## src/rtl/rcia_pkg.sv

```systemverilog
`default_nettype none
package rcia_pkg;

  localparam int ID_W    = 11;
  localparam int CNT_W   = 16;
  localparam int MAX_IDS = 1024;
  localparam int IDX_W   = $clog2(MAX_IDS);
  localparam int COL_W   = 5;
  localparam int COLS    = 1 << COL_W;
  localparam int ROW_W   = IDX_W - COL_W;
  localparam int ROWS    = MAX_IDS / COLS;
  localparam int Q_DEPTH = 2;
  localparam int QPTR_W  = $clog2(Q_DEPTH);
  localparam int QCNT_W  = $clog2(Q_DEPTH + 1);

  localparam logic [CNT_W-1:0] CNT_MAX = '1;

  localparam logic [1:0] ST_OK       = 2'd0;
  localparam logic [1:0] ST_CORRUPT  = 2'd1;
  localparam logic [1:0] ST_OVERFLOW = 2'd2;
  localparam logic [1:0] ST_FULL     = 2'd3;

  typedef enum logic [1:0] {
    OP_ALLOC   = 2'd0,
    OP_RETAIN  = 2'd1,
    OP_RELEASE = 2'd2,
    OP_NONE    = 2'd3
  } op_t;

  typedef enum logic [1:0] {
    B_IDLE,
    B_EXEC,
    B_DEC,
    B_BWR
  } bstate_t;

  typedef struct packed {
    logic [1:0]      mode;
    logic [ID_W-1:0] ident;
  } rcia_in_t;

  typedef struct packed {
    logic [ID_W-1:0] assigned_id;
    logic [1:0]      status;
  } rcia_out_t;

  // classified word as it sits in the queue
  typedef struct packed {
    op_t              op;
    logic [ID_W-1:0]  ident;
    logic [IDX_W-1:0] idx;
    logic             id_nz;
    logic             in_table;
  } rcia_item_t;

  typedef struct packed {
    logic       valid;
    rcia_item_t item;
  } rcia_push_t;

endpackage
`default_nettype wire

```

## src/rtl/rcia_queue.sv

```systemverilog
`default_nettype none
module rcia_queue (
  input  wire                  clk,
  input  wire                  rst,
  input  rcia_pkg::rcia_push_t push,
  input  wire                  pop,
  output rcia_pkg::rcia_item_t head,
  output logic                 empty,
  output logic                 full
);

  rcia_pkg::rcia_item_t              mem [rcia_pkg::Q_DEPTH];
  logic [rcia_pkg::QPTR_W-1:0]       wp;
  logic [rcia_pkg::QPTR_W-1:0]       rp;
  logic [rcia_pkg::QCNT_W-1:0]       cnt;

  assign head  = mem[rp];
  assign empty = (cnt == '0);
  assign full  = (cnt == rcia_pkg::QCNT_W'(rcia_pkg::Q_DEPTH));

  always_ff @(posedge clk) begin
    if (push.valid) begin
      mem[wp] <= push.item;
    end
  end

  always_ff @(posedge clk) begin
    if (rst) begin
      wp  <= '0;
      rp  <= '0;
      cnt <= '0;
    end else begin
      if (push.valid) begin
        wp <= wp + rcia_pkg::QPTR_W'(1);
      end
      if (pop) begin
        rp <= rp + rcia_pkg::QPTR_W'(1);
      end
      case ({push.valid, pop})
        2'b10:   cnt <= cnt + rcia_pkg::QCNT_W'(1);
        2'b01:   cnt <= cnt - rcia_pkg::QCNT_W'(1);
        default: cnt <= cnt;
      endcase
    end
  end

endmodule
`default_nettype wire

```

## config.mk

```make
export PLATFORM = sky130hd
export DESIGN_NAME = rcia_queue
export DESIGN_NICKNAME = d
export VERILOG_FILES = /design/src/rtl/rcia_pkg.sv /design/src/rtl/rcia_queue.sv
export SDC_FILE = /design/constraint.sdc
export NUM_CORES = 1
export LEC_CHECK = 0
export ABC_AREA = 1
export BUFFER_PORTS_ARGS = -buffer_cell sky130_fd_sc_hd__buf_2
export CORE_ASPECT_RATIO = 1.75
export CORE_MARGIN = 2
export CORE_UTILIZATION = 30
export DETAILED_ROUTE_END_ITERATION = 10
export HOLD_SLACK_MARGIN = 0.15
export PLACE_DENSITY = 0.51
export SLEW_MARGIN = 25
export SYNTH_ARGS = -nofsm -noshare
export SYNTH_HDL_FRONTEND = slang
export SYNTH_SLANG_ARGS = --single-unit
```

## constraint.sdc

```tcl
create_clock -name clk -period 5.65 [get_ports clk]
set_input_delay 1.13 -clock clk [delete_from_list [all_inputs] [get_ports clk]]
set_output_delay 1.13 -clock clk [all_outputs]
set_load 0.02 [all_outputs]
```

======== Word-level counts from Yosys, hierarchy flattened ========
Memory sizes are Yosys's and may differ from the RTL's. A register that Yosys moved wholly into a read port is not among the register bits.
Index checks and enable logic that the tools add are counted.
operators by class
  reductions and logical operators ........ 2
  equality and inequality tests ........... 3
  $add $sub $neg .......................... 4
  mux-type cells .......................... 5
operators by type and width
  cell                                              number
  == test 2 bit, second input constant              2
  two-way mux 1 bit                                 4
  case mux 2 bit (2 select lines)                   1
  adder 1 bit, second input constant                2
  adder 2 x 1 -> 2 bit, second input constant       1
  == test 2 x 1 -> 1 bit, second input constant     1
  logical NOT 2 bit                                 1
  nonzero test 2 bit                                1
  subtractor 2 x 1 -> 2 bit, second input constant  1
word-level totals
  input port bits ......................... 29
  bits in registers ....................... 4
  memories ................................ 1
  word-level logic and storage cells ...... 18
  bits in writable memories ............... 50
  output and inout port bits .............. 27
memory list
  name  words  width  rd ports  clocked after memory_dff  wr ports  line              RTL
  mem   2      25     1         1                         1         rcia_queue.sv:12  rcia_pkg::rcia_item_t mem [rcia_pkg::Q_DEPTH];

======== Logic depth before layout (Yosys ltp) ========
Gate-level depths: netlist of run 1.
  word-level depth ........................ 3
  mapped depth ............................ 7

======== Worst setup path before layout of run 1 ========
Ideal clock, no wire load.
  kind .................................... input to register
  from .................................... input push[25] in the netlist's numbering
  to ...................................... memory mem[0][0] in the netlist's numbering, enable pin
  slack ................................... 3.001 ns
  data required time ...................... 5.243 ns
  data arrival time ....................... 2.242 ns
  buffers on the path ..................... 0
  stages on the path ...................... 2
  cells stage by stage .................... inv_1 -> nor2_1
on the way
  word-level cells in the longest chain between the ends .. 2
RTL lines
  what                                     line              RTL
  start, declared                          rcia_queue.sv:5   input rcia_pkg::rcia_push_t push,
  two-way mux 1 bit                        rcia_queue.sv:22  if (push.valid) begin
  two-way mux 1 bit (not written as such)  rcia_queue.sv:23  mem[wp] <= push.item;
  end, declared                            rcia_queue.sv:12
No other way between the ends.

==> results of run 1 <==
==> power by group <==
group	leakage [nW]	internal, mW	switching (mW)
sequential	0.511	0.469	0.0164
clock	0.0900	0.254	0.132
combinational	0.469	0.0533	0.0586
total	1.07	0.776	0.207
==> worst max-delay path: stages, from the launching register on <==
cell and delay, ns:
dfxtp_2 0.87, mux2_2 0.42, buf_2 0.16
==> metal layers <==
metal | part of all wire (%) | global-route usage (%) | up-vias
li1 | - | - | 524
met1 | 33 | 9.311 | 536
met2 | 58 | 19.41 | 35
met3 | 6.1 | 3.107 | 6
met4 | 2.6 | 6.122 | 0
met5 | 0 | 0 | -
==> Yosys cell counts <==
cell type	count	area (sq um)
buf_12	2	40.04
inv_1	7	26.28
nand2_1	5	18.77
ha_1	1	12.51
dfxtp_1	5	100.1
nand4_1	1	6.260
mux2_4	20	300.3
nor2_1	10	37.54
xnor2_1	1	8.760
a21oi_1	1	5.000
o21ai_0	1	5.000
nor3_1	1	5.000
edfxtp_1	50	1501
buf_6	1	11.26
mux2_2	5	56.30
==> flip-flops by register name, summed over array words and instances (netlist names), named ones only <==
name  count
mem      50
cnt       2
rp        1
wp        1
==> layout by cell type, fill, tap and decap left out <==
cell        netlist  routed
o21ai_0           1       1
nor2_2            0       1
edfxtp_1         50      50
inv_2             0       1
mux2_2            5       5
bufinv_16         0       2
mux2_4           20      20
dfxtp_1           5       4
dfxtp_2           0       1
nor3_1            1       1
nand4_1           1       1
inv_1             7       6
nor2_1           10       9
a21oi_1           1       1
buf_4             0       1
nand2_1           5       5
xnor2_1           1       1
ha_1              1       1
clkinvlp_4        0       1
buf_2             0      55
clkbuf_16         0       5
==> kinds of logic (layout without fill, tap and decap cells) <==
logic type | Yosys count | in the layout | synth area share (%)
AO/OA/AOI/OAI | 2 | 2 | 0.4685
XOR/XNOR | 1 | 1 | 0.4104
adder cells (fa/ha/maj) | 1 | 1 | 0.5861
buffers and inverters | 10 | 71 | 3.634
multiplexers | 25 | 25 | 16.71
flip-flops | 55 | 55 | 75.03
AND/OR/NAND/NOR | 17 | 17 | 3.166
==> worst paths after layout <==
kind | endpoint | slack, ns | cells past startpoint
min | cnt[1] | 0.54 | 2
min reg2reg | cnt[1] | 0.54 | 2
max reg2reg | mem[0][10] | 4.20 | 2
max | head[13] | 2.79 | 2
==> cell type report <==
| cell class | instances | area share [%] |
|---|---|---|
| Clock buffer | 5 | 4.690 |
| Clock inverter | 3 | 2.533 |
| Inverter | 7 | 0.9850 |
| Multi-Input combinational cell | 46 | 17.17 |
| Sequential cell | 55 | 60.08 |
| Tap cell | 84 | 3.940 |
| Timing Repair Buffer | 56 | 10.60 |
==> metrics by stage <==
| stage | hold slack [ns] | power (mW) | area (sq um) | cells |
|---|---|---|---|---|
| final | 0.5364 | 0.9831 | 2668 | 256 |
| after floorplan | 0.4799 | 0.5731 | 2135 | 111 |
| after detailed placement | 0.5267 | 0.6098 | 2475 | 248 |
| after global routing | 0.5790 | 1.021 | 2668 | 256 |
| after CTS | 0.5403 | 0.9965 | 2668 | 256 |
| after global placement | 0.4976 | 0.6036 | 2475 | 248 |
==> flow_summary.toml, run 1 <==
[outcome]
status = "completed"

[cts]
clock_sinks = 55
cts_buffers = 5
path_clk_slew_ns = 0.07
cts_setup_buffers = 0
clkLatencyLatePin_ns = 0.29
htree_levels = 2
ctsResizeCount = 0
cts_tree = "built"
root_buffer = "clkbuf_16"
hold_buffers = 0
clk_path_buf_depth = 2

[flow_run]
drv_cap = 0

[hold_path]
hp-class = "reg -> reg"
min_from = "cnt[1]"

[global_route]
grtUsageTotal_pct = 10.39
grt_pass1_wl_um = 5747
antenna_found_initial = 0
gr-total-overflow = 0
grt_max_degree = 27
grt_pass1_vias = 1189

[timing]
finalSetupTns_ns = 0
rsz0062_at_grt = "no"
slew_headroom_pct = 45.63
max_freq_ghz = 0.3491
fin_ws_ns = 2.785
slew_viol_final = 0
hold_viol = 0
fin_crit_ns = 2.865
skew_ns = 0.006187
setup_viol = 0
worstMarginPinSlew_ns = 0.8155
timing.final.crit_share_pct = 50.70

[placement]
hpwl_um = 2656
gp_congestion = 0.6918
numPortBuffers = 55
post-place-ws_ns = 3.057

[die]
die_h_um = 115.6
core_area_sq_um = 6857
start_util_pct = 31.13
die_w_um = 67.77
io_pins = 56
dieArea_sq_um = 7833
rows = 40

[setup_path]
cp_data_required_time_ns = 4.52
startpoint_type = "flop"
cp.arrival_ns = 1.73
r2r-start = "wp"
worstSetupPathType = "reg -> out"
setup.worst_path.end_class = "primary output"
cp_max_fo = 25

[route]
antenna_left = 0
avgViaCountPerCell = 4.301
drtIter0Drc = 45
drc = 0
dr_total_vias = 1101
wl_um = 3718
avgRoutedWirePerCell_um = 14.52
first_pass_iters = 4

[layout]
n_antenna_cell = 0
ff_latch_area_sq_um = 1603
syn_to_final_growth_pct = 24.97
fillers = 636
nNetsFinal = 201
post-route-util_pct = 38.91
drive_above_1_share_pct = 53.49
multi_input_area_sq_um = 457.9

[synth]
seq_area_frac_synth_pct = 75.03
syn_area_sq_um = 2135
syn-mean-instance-area_sq_um = 19.23
syn_inst = 111
synth_cell_types = 15
synth_fp_nets = 141
ys_warn_count = 0
ys_ff_latch = 55

[power]
power_density_nw_per_um2 = 368.5
leakage_nw = 1.070
peakVddDrop_mv = 0.1708
Power figures use the tool's default switching activity.
==> run 2, diff against run 1 <==
ABC_AREA = 0   (was 1)
PLACE_DENSITY = 0.52   (was 0.51)
clock period = 2.7 ns   (was 5.65 ns; I/O delays follow)
==> flow_summary.toml, run 2 <==
[outcome]
status = "completed"

[die]
dieArea_sq_um = 7373
die_h_um = 112.1
start_util_pct = 30.87
die_w_um = 65.77
core_area_sq_um = 6490
io_pins = 56
rows = 39

[layout]
mostFrequentLayoutCells = "55 x buf_2, 50 x edfxtp_1, 25 x mux2_2"
n_antenna_cell = 0
nNetsFinal = 192
reg.largest.list = "mem x50, cnt x2"
final_cell_area_sq_um = 2532
top_register = "mem"
syn_to_final_growth_pct = 26.42
largest_reg_flops = 50
final_common_cell = "buf_2"
drive_above_1_share_pct = 56.44
post-route-util_pct = 39.02
final_cells = 245

[synth]
synth_xor_area_share_pct = 1.749
yosys-top-cells-count = "50 x edfxtp_1, 25 x mux2_2, 6 x nor2_1"
seq_area_frac_synth_pct = 79.95
synth_fp_nets = 130
yosysMostFrequentCell = "edfxtp_1"
synth_top_family_by_area = "multiplexers"
synth_adder_area_share_pct = 0.6246
syn-mean-instance-area_sq_um = 20.03
yosysTopAreaCell = "edfxtp_1"
synth-edff-count = 50
synth_ff_type = "edfxtp_1"
yosysTopAreaCellShare_pct = 74.95
syn_inst = 100
synth_compound_area_share_pct = 0.4997
synthMuxAreaShare_pct = 14.05
synthSimpleGateAreaFrac_pct = 2.186
synth_cell_types = 14
synthTopCellsByArea = "edfxtp_1 75%, mux2_2 14%, dfxtp_1 5.0%, xnor2_1 1.3%, nor2_1 1.1%"
ys_async_sr_fraction_pct = 0
ys_warn_count = 0
syn_area_sq_um = 2003
ys_ff_latch = 55

[placement]
dpl-instance-area_sq_um = 2391
numPortBuffers = 55
dp.cells = 237
gp_congestion = 0.6176
post-place-ws_ns = 0.9065
hpwl_um = 2516

[route]
antenna_left = 0
wl_um = 3481
first_pass_iters = 3
avgRoutedWirePerCell_um = 14.21
drtIter0Drc = 17
dr_total_vias = 1050
drc = 0
avgViaCountPerCell = 4.286

[power]
power_switching_mw = 0.4269
switching_share_pct = 22.93
leakage_nw = 0.9503
total_power_mw = 1.862
power.internal_mw = 1.435
power_density_nw_per_um2 = 735.2
combPwrFrac_pct = 13.3
pwr-share-clk_pct = 32.7
p_seq_share_pct = 54.1
peakVddDrop_mv = 0.3866

[timing]
timing.final.crit_share_pct = 76.91
fin_ws_ns = 0.6234
hold_viol = 0
setup_viol = 0
finalSetupTns_ns = 0
holdWs_ns = 0.4373
slew_headroom_pct = 78.85
slew_viol_final = 0
fin_crit_ns = 2.077
max_freq_ghz = 0.4816
skew_ns = 0.003940
rsz0062_at_grt = "no"
worstMarginPinSlew_ns = 0.3172

[global_route]
antenna_found_initial = 0
grtUsageTotal_pct = 10.56
grt_pass1_vias = 1174
gr-total-overflow = 0
grt_max_degree = 23
grt_pass1_wl_um = 5720

[setup_path]
worstSetupPathType = "reg -> out"
worst_r2r_endpoint = "mem[1][8]"
r2r-start = "wp"
rr_worst_depth = 2
setup.worst_path.end_class = "primary output"
cp_max_fo = 22
r2r_setup_slack_ns = 1.39
startpoint_type = "flop"
cp.arrival_ns = 1.54
cp_data_required_time_ns = 2.16

[cts]
hold_buffers = 0
cts_setup_buffers = 0
clkLatencyLatePin_ns = 0.29
htree_levels = 2
clk_path_buf_depth = 2
root_buffer = "clkbuf_16"
clock_sinks = 55
cts_tree = "built"
cts_buffers = 5
ctsResizeCount = 0
path_clk_slew_ns = 0.07

[flow_run]
drv_cap = 0

[hold_path]
min_from = "push[3]"
hp-class = "in -> reg"
min_path_cells = 1
hold_end = "mem[0][3]"
-- run 2: power groups by stage --
stage	Combinational, mW	Clock (mW)	Sequential [mW]
after detailed placement	0.252	0	1.03
after CTS	0.253	0.629	1.01
after floorplan	0.162	0	1.02
final	0.247	0.608	1.01
after global placement	0.245	0	1.02
after global routing	0.270	0.667	1.01
-- run 2: worst max path at each step --
stage | start | to | slack, ns | depth (start not counted)
floorplan | push[25] | mem[0][0] | 0.64 | 2
global placement | flop | head[5] | 0.93 | 3
detailed placement | flop | head[6] | 0.91 | 3
CTS | flop | head[6] | 0.59 | 3
global route | flop | head[5] | 0.54 | 3
finish | flop | head[5] | 0.62 | 3
-- run 2: final cells by class --
class,count,area [sq um]
fillers,629,3958
flip-flops and latches,55,1602
multi-input cells,41,385.4
repair buffers,58,297.8
clock buffers,6,128.9
well taps,82,102.6
clock inverters,2,12.51
inverters,1,3.754
-- run 2: logic make-up (layout without fill, tap and decap cells) --
family                     count (synthesis)  after routing
buffers and inverters                      4             67
and+or+nand+nor                            9              9
muxes                                     25             25
AOI/OAI and AO/OA                          2              2
xor gates and xnor gates                   4              4
DFF                                       55             55
adders and majority gates                  1              1
-- run 2: per-layer routing --
layer  GRT usage, %  share of wire, %  vias up
li1               -                 -      502
met1          10.33                33      509
met2          18.86                57       33
met3          3.106               7.4        6
met4          6.250               2.8        0
met5              0                 0        -
-- run 2: worst max-delay path, stage by stage (launching register included) --
cell and delay (ns):
dfxtp_1 0.38, buf_4 0.31, mux2_2 0.38, buf_2 0.16
