**src/rtl/rcia_pkg.sv**
```systemverilog
`default_nettype none
package rcia_pkg;

  localparam int ID_W    = 11;
  localparam int CNT_W   = 16;
  localparam int MAX_IDS = 1024;
  localparam int IDX_W   = $clog2(MAX_IDS);
  localparam int COL_W   = 5;
  localparam int COLS    = 1 << COL_W;
  localparam int ROW_W   = IDX_W - COL_W;
  localparam int ROWS    = MAX_IDS / COLS;
  localparam int Q_DEPTH = 2;
  localparam int QPTR_W  = $clog2(Q_DEPTH);
  localparam int QCNT_W  = $clog2(Q_DEPTH + 1);

  localparam logic [CNT_W-1:0] CNT_MAX = '1;

  localparam logic [1:0] ST_OK       = 2'd0;
  localparam logic [1:0] ST_CORRUPT  = 2'd1;
  localparam logic [1:0] ST_OVERFLOW = 2'd2;
  localparam logic [1:0] ST_FULL     = 2'd3;

  typedef enum logic [1:0] {
    OP_ALLOC   = 2'd0,
    OP_RETAIN  = 2'd1,
    OP_RELEASE = 2'd2,
    OP_NONE    = 2'd3
  } op_t;

  typedef enum logic [1:0] {
    B_IDLE,
    B_EXEC,
    B_DEC,
    B_BWR
  } bstate_t;

  typedef struct packed {
    logic [1:0]      mode;
    logic [ID_W-1:0] ident;
  } rcia_in_t;

  typedef struct packed {
    logic [ID_W-1:0] assigned_id;
    logic [1:0]      status;
  } rcia_out_t;

  // classified word as it sits in the queue
  typedef struct packed {
    op_t              op;
    logic [ID_W-1:0]  ident;
    logic [IDX_W-1:0] idx;
    logic             id_nz;
    logic             in_table;
  } rcia_item_t;

  typedef struct packed {
    logic       valid;
    rcia_item_t item;
  } rcia_push_t;

endpackage
`default_nettype wire

```
**src/rtl/rcia_front.sv**
```systemverilog
`default_nettype none
module rcia_front (
  input  wire                  start,
  input  rcia_pkg::rcia_in_t   req,
  input  wire                  full,
  output logic                 busy,
  output rcia_pkg::rcia_push_t push
);

  always_comb begin
    busy               = full;
    push.valid         = start && !full;
    push.item.op       = rcia_pkg::op_t'(req.mode);
    push.item.ident    = req.ident;
    push.item.idx      = req.ident[rcia_pkg::IDX_W-1:0] - rcia_pkg::IDX_W'(1);
    push.item.id_nz    = (req.ident != '0);
    push.item.in_table = (req.ident <= rcia_pkg::ID_W'(rcia_pkg::MAX_IDS));
  end

endmodule
`default_nettype wire

```
**config.mk**
```make
export PLATFORM = sky130hd
export DESIGN_NAME = rcia_front
export DESIGN_NICKNAME = d
export VERILOG_FILES = /design/src/rtl/rcia_pkg.sv /design/src/rtl/rcia_front.sv
export SDC_FILE = /design/constraint.sdc
export NUM_CORES = 1
export LEC_CHECK = 0
export BUFFER_PORTS_ARGS = -buffer_cell sky130_fd_sc_hd__buf_2
export CAP_MARGIN = 20
export CORE_AREA = 4 4 41 43
export DETAILED_ROUTE_END_ITERATION = 7
export DIE_AREA = 0 0 45 47
export SLEW_MARGIN = 20
export SYNTH_ARGS = -nofsm -noshare
export SYNTH_HDL_FRONTEND = slang
export SYNTH_SLANG_ARGS = --single-unit
```
**constraint.sdc**
```tcl
create_clock -name vclk -period 2.4
set_clock_uncertainty 0.15 [all_clocks]
set_input_delay 0.36 -clock vclk [all_inputs]
set_output_delay 0.36 -clock vclk [all_outputs]
set_load 0.02 [all_outputs]
```
# Yosys cells after proc, flatten, opt, wreduce, memory -nomap -nowiden
# Cells that the tools add are included.
[op_classes]
bitwise_logic = 0
n_lt_le_gt_ge = 1
n_mul = 0
n_shift = 0
reduce_logical = 3
n_div = 0
n_mux = 0
add_sub_neg = 1
eq_ne = 0
[op_table]
columns = ["operator", "count"]
rows = [
  ["$le A11 B11 Y1 const B", 1],
  ["$reduce_bool A11 Y1", 1],
  ["$sub A10 B1 Y10 const B", 1],
  ["$logic_and A1 B1 Y1", 1],
  ["$logic_not A1 Y1", 1],
]
[word_totals]
inputBits = 15
latch_bits = 0
regBits = 0
wordCells = 5
output_inout_bits = 27
mem_count = 0
mem_bits_rw = 0
romBits = 0

# Depth between registers and ports, before layout
# Gate-level depths: netlist (run 1).
[logic_depth]
depth_word = 2
depth_mapped = 4

# Worst setup path after synthesis (run 1)
# OpenSTA, ideal clock, no wires.
[synth_timing]
kind = "input -> output"
startpoint = "input port req[0] (netlist bit)"
endpoint = "output port push[0] (netlist bit)"
path_slack_ps = 507
stages = 4
n_path_buf = 0
arrival_time_ps = 1383
cell_sequence = "inv_1 ha_1 nand3_2 o21ai_0"
[synth_lines]
columns = ["element", "line_no", "rtl"]
rows = [
  ["start: declaration", "rcia_front.sv:4", "input rcia_pkg::rcia_in_t req,"],
  ["end: declaration", "rcia_front.sv:7", "output rcia_pkg::rcia_push_t push"],
]

==> results_dict.tcl, run 1 <==
set metrics [dict create \
    outcome "finished clean" \
    worstMarginPinSlew_ps 336 \
    cts_setup_buffers 0 \
    cp_slowest_cell "or3_1" \
    cp_max_fo 5 \
    synthTopCellsByArea "buf_4, xnor2_1, xor2_1" \
    worstHoldPathType "primary input to primary output" \
    slew_violations 0 \
    ys_types 17 \
    netlist.area_leader.share 0.344 \
    cts_resized 0 \
    rsz0062_at_grt "no" \
    antenna_cells 0 \
    drive_gt1_frac 0.597 \
    die_area_mm2 0.00212 \
    fmax_mhz 515 \
    layout_worst_path_cycle_share 0.810 \
    yosysTopAreaCell "buf_4" \
    hold_buffers 0 \
    yosysWarnings 0 \
    ios 42 \
    finalHoldViolCount 0 \
    syn2layout_area_growth_pct 34.0 \
    fillers 152 \
    min_period_ps 1940 \
    ant_nets 0 \
    dieWidth_um 45 \
    end_kind "primary output" \
    dr_total_vias 341 \
    start_util 0.235 \
    instances_no_fill 82 \
    p_leak_nw 0.218 \
    relSlewSlack 0.774 \
    synth.avg_cell_area_um2 7.10 \
    grt_pass1_vias 294 \
    grt_max_degree 7 \
    io_buffers 38 \
    num_rows 13 \
    design.seq.count 0 \
    post-route-cell-area_um2 409 \
    tns_ps 0 \
    vdd_drop_max_uv 78.9 \
    ff_latch_area_um2 0 \
    cp_cell_sequence "buf_2, inv_1, ha_1, nand3_2, or3_1, buf_2" \
    coreArea_mm2 0.00130 \
    die_h_um 47 \
    powerDensity_mw_per_mm2 231 \
    power_mw 0.0944 \
    startpoint_type "primary input" \
    cp_data_arrival_time_ps 1430 \
    crit_buf_inv 3 \
    clockBufferCount 0 \
    crit_path_frequent_cell "buf_2" \
    drtIter0Drc 0 \
    path_delay_family "simple AND/OR/NAND/NOR gates" \
    critPathMaxStageDelay_ps 340 \
    grt_antenna_before_repair 0 \
    drv_cap 0 \
    grtUsageTotal 0.0709 \
    grt_remaining_overflow 0 \
    cp.required_ps 1890 \
    crit_type "primary input to primary output" \
    fin_nets 85 \
    dpl.hpwl_um 727 \
    wl_per_cell_um 9.79 \
    syn_nets 59 \
    place_congestion 0.655 \
    netlist_area_um2 305 \
    dp_cells 82 \
    drc 0 \
    yosysSeqAreaShare 0 \
    syn_inst 43 \
    place_area_um2 409 \
    firstDrtPassIters 1 \
    finalWirelength_um 803 \
    grt_pass1_wl_mm 1.21 \
    setup_viol 0 \
    vias_per_cell 4.16 \
]
## Yosys cell counts (all sizes together)
cell type and number:
o21ai 1, ha 1, nor4 1, nor2b 1, inv 3, nand3 3, nand2 2, buf 14
nand4b 1, nor3 2, nor2 3, xor2 2, or3 2, nand3b 1, xnor2 6
## worst paths after layout
path,from,end,slack (ps),cells past startpoint
max,req[0],push[1],460,6
min,req[11],push[23],570,0
## cell families after synthesis
kind of cell    synth area share
compound gates            0.0164
xor+xnor                   0.230
fa+ha+maj                 0.0410
buf+inv                    0.381
simple gates               0.332
## routing by layer
metal	track usage	share of wire
met1	0.101	0.40
met3	0.0115	0.19
met2	0.119	0.40
met5	0	0
met4	0	0
## layout make-up
class              count  area, um^2  share of cell area
repair buffers        38         190               0.465
inverters              3        11.3              0.0275
multi-input cells     26         189               0.462
well taps             15        18.8              0.0459
## cells in the final DEF, fill, tap and decap left out
| master | instances |
|---|---|
| buf_2 | 38 |
| ha_1 | 1 |
| inv_1 | 3 |
| nand2_1 | 2 |
| nand3_1 | 2 |
| nand3_2 | 1 |
| nand3b_1 | 1 |
| nand4b_1 | 1 |
| nor2_1 | 3 |
| nor2b_1 | 1 |
| nor3_1 | 1 |
| nor3_4 | 1 |
| nor4_1 | 1 |
| o21ai_0 | 1 |
| or3_1 | 2 |
| xnor2_1 | 6 |
| xor2_1 | 2 |
## through the flow
step | hold WS [ps] | worst slack [ps] | utilization
2_1_floorplan | 648 | 507 | -
3_3_place_gp | 570 | 485 | 0.314
3_5_place_dp | 570 | 450 | 0.314
4_1_cts | 570 | 448 | 0.314
5_1_grt | 570 | 398 | 0.314
6_report | 570 | 457 | 0.314
## where the power goes
group,internal (mW),switching [mW],total [mW]
logic,0.0340,0.0604,0.0944
clock network,0,0,0
registers,0,0,0
(Power assumes the default switching activity.)
==> inputs of run 2 (changes only) <==
--- a/config.mk
+++ b/config.mk
@@ -10,6 +10,7 @@
 export CORE_AREA = 4 4 41 43
 export DETAILED_ROUTE_END_ITERATION = 7
 export DIE_AREA = 0 0 45 47
+export PLACE_DENSITY = 0.65
 export SLEW_MARGIN = 20
 export SYNTH_ARGS = -nofsm -noshare
 export SYNTH_HDL_FRONTEND = slang
==> constraint.sdc (replaced) <==
create_clock -name vclk -period 1.7
set_clock_uncertainty 0.15 [all_clocks]
set_input_delay 0.255 -clock vclk [all_inputs]
set_output_delay 0.255 -clock vclk [all_outputs]
set_load 0.02 [all_outputs]
==> run 2 against run 1 <==
Compared with the run above: die area stayed put; critical path depth down 2; global-route usage increased by 1.2 points; combinational power grew 56%; wire length rose by 7.7%; worst setup slack got worse by 380 ps; count of clock-buffer cells in the layout is the same; sequential share of layout area unchanged; largest cell class unchanged.
==> results_dict.tcl, run 2 (synthesis gave the netlist of run 1 again) <==
set metrics [dict create \
    layout_worst_path_cycle_share 0.952 \
    coreArea_mm2 0.00130 \
    timing.hold.ws_ps 360 \
    dr_total_vias 373 \
    layout_commonest_cell "buf_2" \
    setup_viol 0 \
    instances_no_fill 87 \
    crit_type "primary input to primary output" \
    critPathMaxStageDelay_ps 380 \
    tns_ps 0 \
    grt_antenna_before_repair 0 \
    die_area_mm2 0.00212 \
    grt_pass1_wl_mm 1.40 \
    grt_remaining_overflow 0 \
    ant_nets 0 \
    drive_gt1_frac 0.653 \
    startpoint_type "primary input" \
    drv_cap 0 \
    dp_cells 87 \
    relSlewSlack 0.824 \
    grt_max_degree 6 \
    worstMarginPinSlew_ps 261 \
    p_leak_nw 0.247 \
    num_rows 13 \
    ff_latch_area_um2 0 \
    slew_violations 0 \
    antenna_cells 0 \
    vdd_drop_max_uv 107 \
    path_delay_family "simple AND/OR/NAND/NOR gates" \
    cp_cell_sequence "buf_2, or3_1, or3_1, buf_2" \
    ios 42 \
    place_ws_ps 48.2 \
    vias_per_cell 4.29 \
    post-route-cell-area_um2 474 \
    worstHoldPathType "primary input to primary output" \
    grtUsageTotal 0.0827 \
    place_congestion 0.676 \
    finalWirelength_um 865 \
    drtIter0Drc 1 \
    die_h_um 47 \
    hold_buffers 0 \
    clockBufferCount 0 \
    cp.required_ps 1290 \
    cp_max_fo 3 \
    syn2layout_area_growth_pct 55.3 \
    critPathLaunch "req[9]" \
    fin_nets 90 \
    cp_data_arrival_time_ps 1210 \
    start_util 0.235 \
    powerDensity_mw_per_mm2 311 \
    rsz0062_at_grt "no" \
    cts_setup_buffers 0 \
    place_area_um2 447 \
    io_buffers 38 \
    firstDrtPassIters 2 \
    crit_buf_inv 2 \
    dieWidth_um 45 \
    layout_setup_ws_ps 81.2 \
    outcome "finished clean" \
    finalHoldViolCount 0 \
    wl_per_cell_um 9.94 \
    drc 0 \
    fmax_mhz 618 \
    hold_start "req[11]" \
    grt_pass1_vias 345 \
    design.seq.count 0 \
    end_kind "primary output" \
    min_period_ps 1620 \
    final_cell_mix "buf_2, xnor2_1, buf_4, inv_1, nor2_1" \
    cp_slowest_cell "or3_1" \
]
[run 2: changes by cell type in the layout (fill, tap and decap cells not counted), sizes merged]
cell	change
buf	+5
[run 2: final timing paths]
| kind | slack (ps) | end | depth (start not counted) |
|---|---|---|---|
| worst min-delay path | 360 | push[23] | 0 |
| worst max-delay path | 80 | push[1] | 4 |
[run 2: what timing repair did]
action                                  4_1_cts  5_1_grt
resized for setup                             0        7
endpoints found under the hold margin         0        0
endpoints found under the setup margin        0        4
[run 2: area by class of cell]
type	count	area [um^2]
multi-input cells	26	208
repair buffers	43	236
well taps	15	18.8
inverters	3	11.3
fillers	150	827
[run 2: routing by layer]
layer	global-route usage	vias up	part of all wire
li1	-	186	-
met1	0.106	161	0.37
met2	0.161	26	0.51
met3	0.00383	0	0.12
met4	0	0	0
met5	0	-	0
[run 2: power by group]
part | leakage [nW] | switching (mW) | internal (mW)
logic | 0.247 | 0.0889 | 0.0583
registers | 0 | 0 | 0
clock network | 0 | 0 | 0
total | 0.247 | 0.0889 | 0.0583
[run 2: per-stage QoR]
stage	total power, mW	utilization
global route	0.161	0.364
CTS	0.144	0.343
floorplan	0.100	-
detailed placement	0.143	0.343
finish	0.147	0.364
global placement	0.141	0.343
==> inputs of run 3 (changes only) <==
--- a/config.mk
+++ b/config.mk
@@ -7,10 +7,12 @@
 export LEC_CHECK = 0
 export BUFFER_PORTS_ARGS = -buffer_cell sky130_fd_sc_hd__buf_2
 export CAP_MARGIN = 20
-export CORE_AREA = 4 4 41 43
+export CELL_PAD_IN_SITES_DETAIL_PLACEMENT = 0
+export CELL_PAD_IN_SITES_GLOBAL_PLACEMENT = 1
+export CORE_MARGIN = 4
+export CORE_UTILIZATION = 17
 export DETAILED_ROUTE_END_ITERATION = 7
-export DIE_AREA = 0 0 45 47
-export PLACE_DENSITY = 0.65
+export PLACE_DENSITY_LB_ADDON = 0.1
 export SLEW_MARGIN = 20
 export SYNTH_ARGS = -nofsm -noshare
 export SYNTH_HDL_FRONTEND = slang
==> run 3 against run 2 <==
Compared with the run above: largest power group unchanged; flip-flop and latch count stayed put; critical path depth up 2; count of clock-buffer cells in the layout did not move; sequential share of layout area is the same; non-clock buffer count rose by 3; worst hold slack barely moved; combinational power grew 3%.
==> results_dict.tcl, run 3 (synthesis gave the netlist of run 1 again) <==
set metrics [dict create \
    drive_gt1_frac 0.667 \
    place_ws_ps 13.0 \
    setup_viol 0 \
    syn2layout_area_growth_pct 64.8 \
    grt_antenna_before_repair 0 \
    cts_setup_buffers 0 \
    antenna_cells 0 \
    clockBufferCount 0 \
    io_buffers 38 \
    cts_resized 0 \
    fillers 194 \
    drv_cap 0 \
    grt_max_degree 6 \
    layout_commonest_cell "buf_2" \
    p_leak_nw 0.260 \
    layout_worst_path_cycle_share 0.950 \
    slew_violations 0 \
    num_rows 15 \
    drtIter0Drc 3 \
    power_mw 0.151 \
    post-route-cell-area_um2 503 \
    place_area_um2 482 \
    cp_max_fo 4 \
    drc 0 \
    cp.required_ps 1290 \
    dr_total_vias 376 \
    crit_type "primary input to primary output" \
    dpl.hpwl_um 819 \
    fin_nets 93 \
    die_h_um 50.4 \
    die_area_mm2 0.00254 \
    ios 42 \
    place_congestion 0.620 \
    instances_no_fill 100 \
    design.seq.count 0 \
    grt_remaining_overflow 0 \
    relSlewSlack 0.862 \
    dp_cells 100 \
    startpoint_type "primary input" \
    fmax_mhz 619 \
    vdd_drop_max_uv 93.6 \
    wl_per_cell_um 9.07 \
    firstDrtPassIters 4 \
    powerDensity_mw_per_mm2 300 \
    layout_setup_ws_ps 84.7 \
    vias_per_cell 3.76 \
    finalHoldViolCount 0 \
    hold_buffers 0 \
    coreArea_mm2 0.00171 \
    cp_data_arrival_time_ps 1210 \
    grt_pass1_vias 348 \
    outcome "finished clean" \
    timing.hold.ws_ps 360 \
    final_cell_mix "buf_2, buf_4, xnor2_1, inv_1, nor2_1" \
    ff_latch_area_um2 0 \
    dieWidth_um 50.4 \
    worstMarginPinSlew_ps 205 \
    end_kind "primary output" \
    finalWirelength_um 907 \
    worstHoldPathType "primary input to primary output" \
    grtUsageTotal 0.0695 \
    start_util 0.179 \
    ant_nets 0 \
    grt_pass1_wl_mm 1.49 \
    min_period_ps 1620 \
]
[run 3: changes by cell type in the layout (fill, tap and decap cells not counted), sizes merged]
| cell | before | now |
|---|---|---|
| buf | 43 | 46 |
[run 3: power by group]
group / switching, mW / internal [mW] / total, mW
clock: 0 / 0 / 0
combinational: 0.0895 / 0.0616 / 0.151
sequential: 0 / 0 / 0
[run 3: through the flow]
stage | TNS [ps] | utilization
finish | 0 | 0.295
global route | -0.559 | 0.295
CTS | 0 | 0.282
detailed placement | 0 | 0.282
global placement | 0 | 0.282
floorplan | 0 | -
[run 3: final cells by class]
cell class / count / area (um^2) / share of cell area
inverter: 3 / 11.3 / 0.0224
multi-input combinational: 26 / 208 / 0.413
tap: 25 / 31.3 / 0.0622
timing repair buffer: 46 / 253 / 0.502
[run 3: worst paths after layout]
| kind | from | endpoint | slack, ps | cells after the start |
|---|---|---|---|---|
| max | req[0] | push[1] | 80 | 6 |
| min | req[11] | push[23] | 360 | 0 |
[run 3: per-layer routing]
layer / up-vias / routed length, um / share of wire / track usage
li1: 191 / - / - / -
met3: 0 / 111 / 0.12 / 0.00593
met4: 0 / 0 / 0 / 0.00448
met1: 157 / 367 / 0.40 / 0.0993
met5: - / 0 / 0 / 0
met2: 28 / 428 / 0.47 / 0.117
[run 3: worst max-delay path: stages]
cell     delay [ps]
buf_2           120
inv_1           110
ha_4            170
nand3_2          60
or3_1           330
buf_2           160
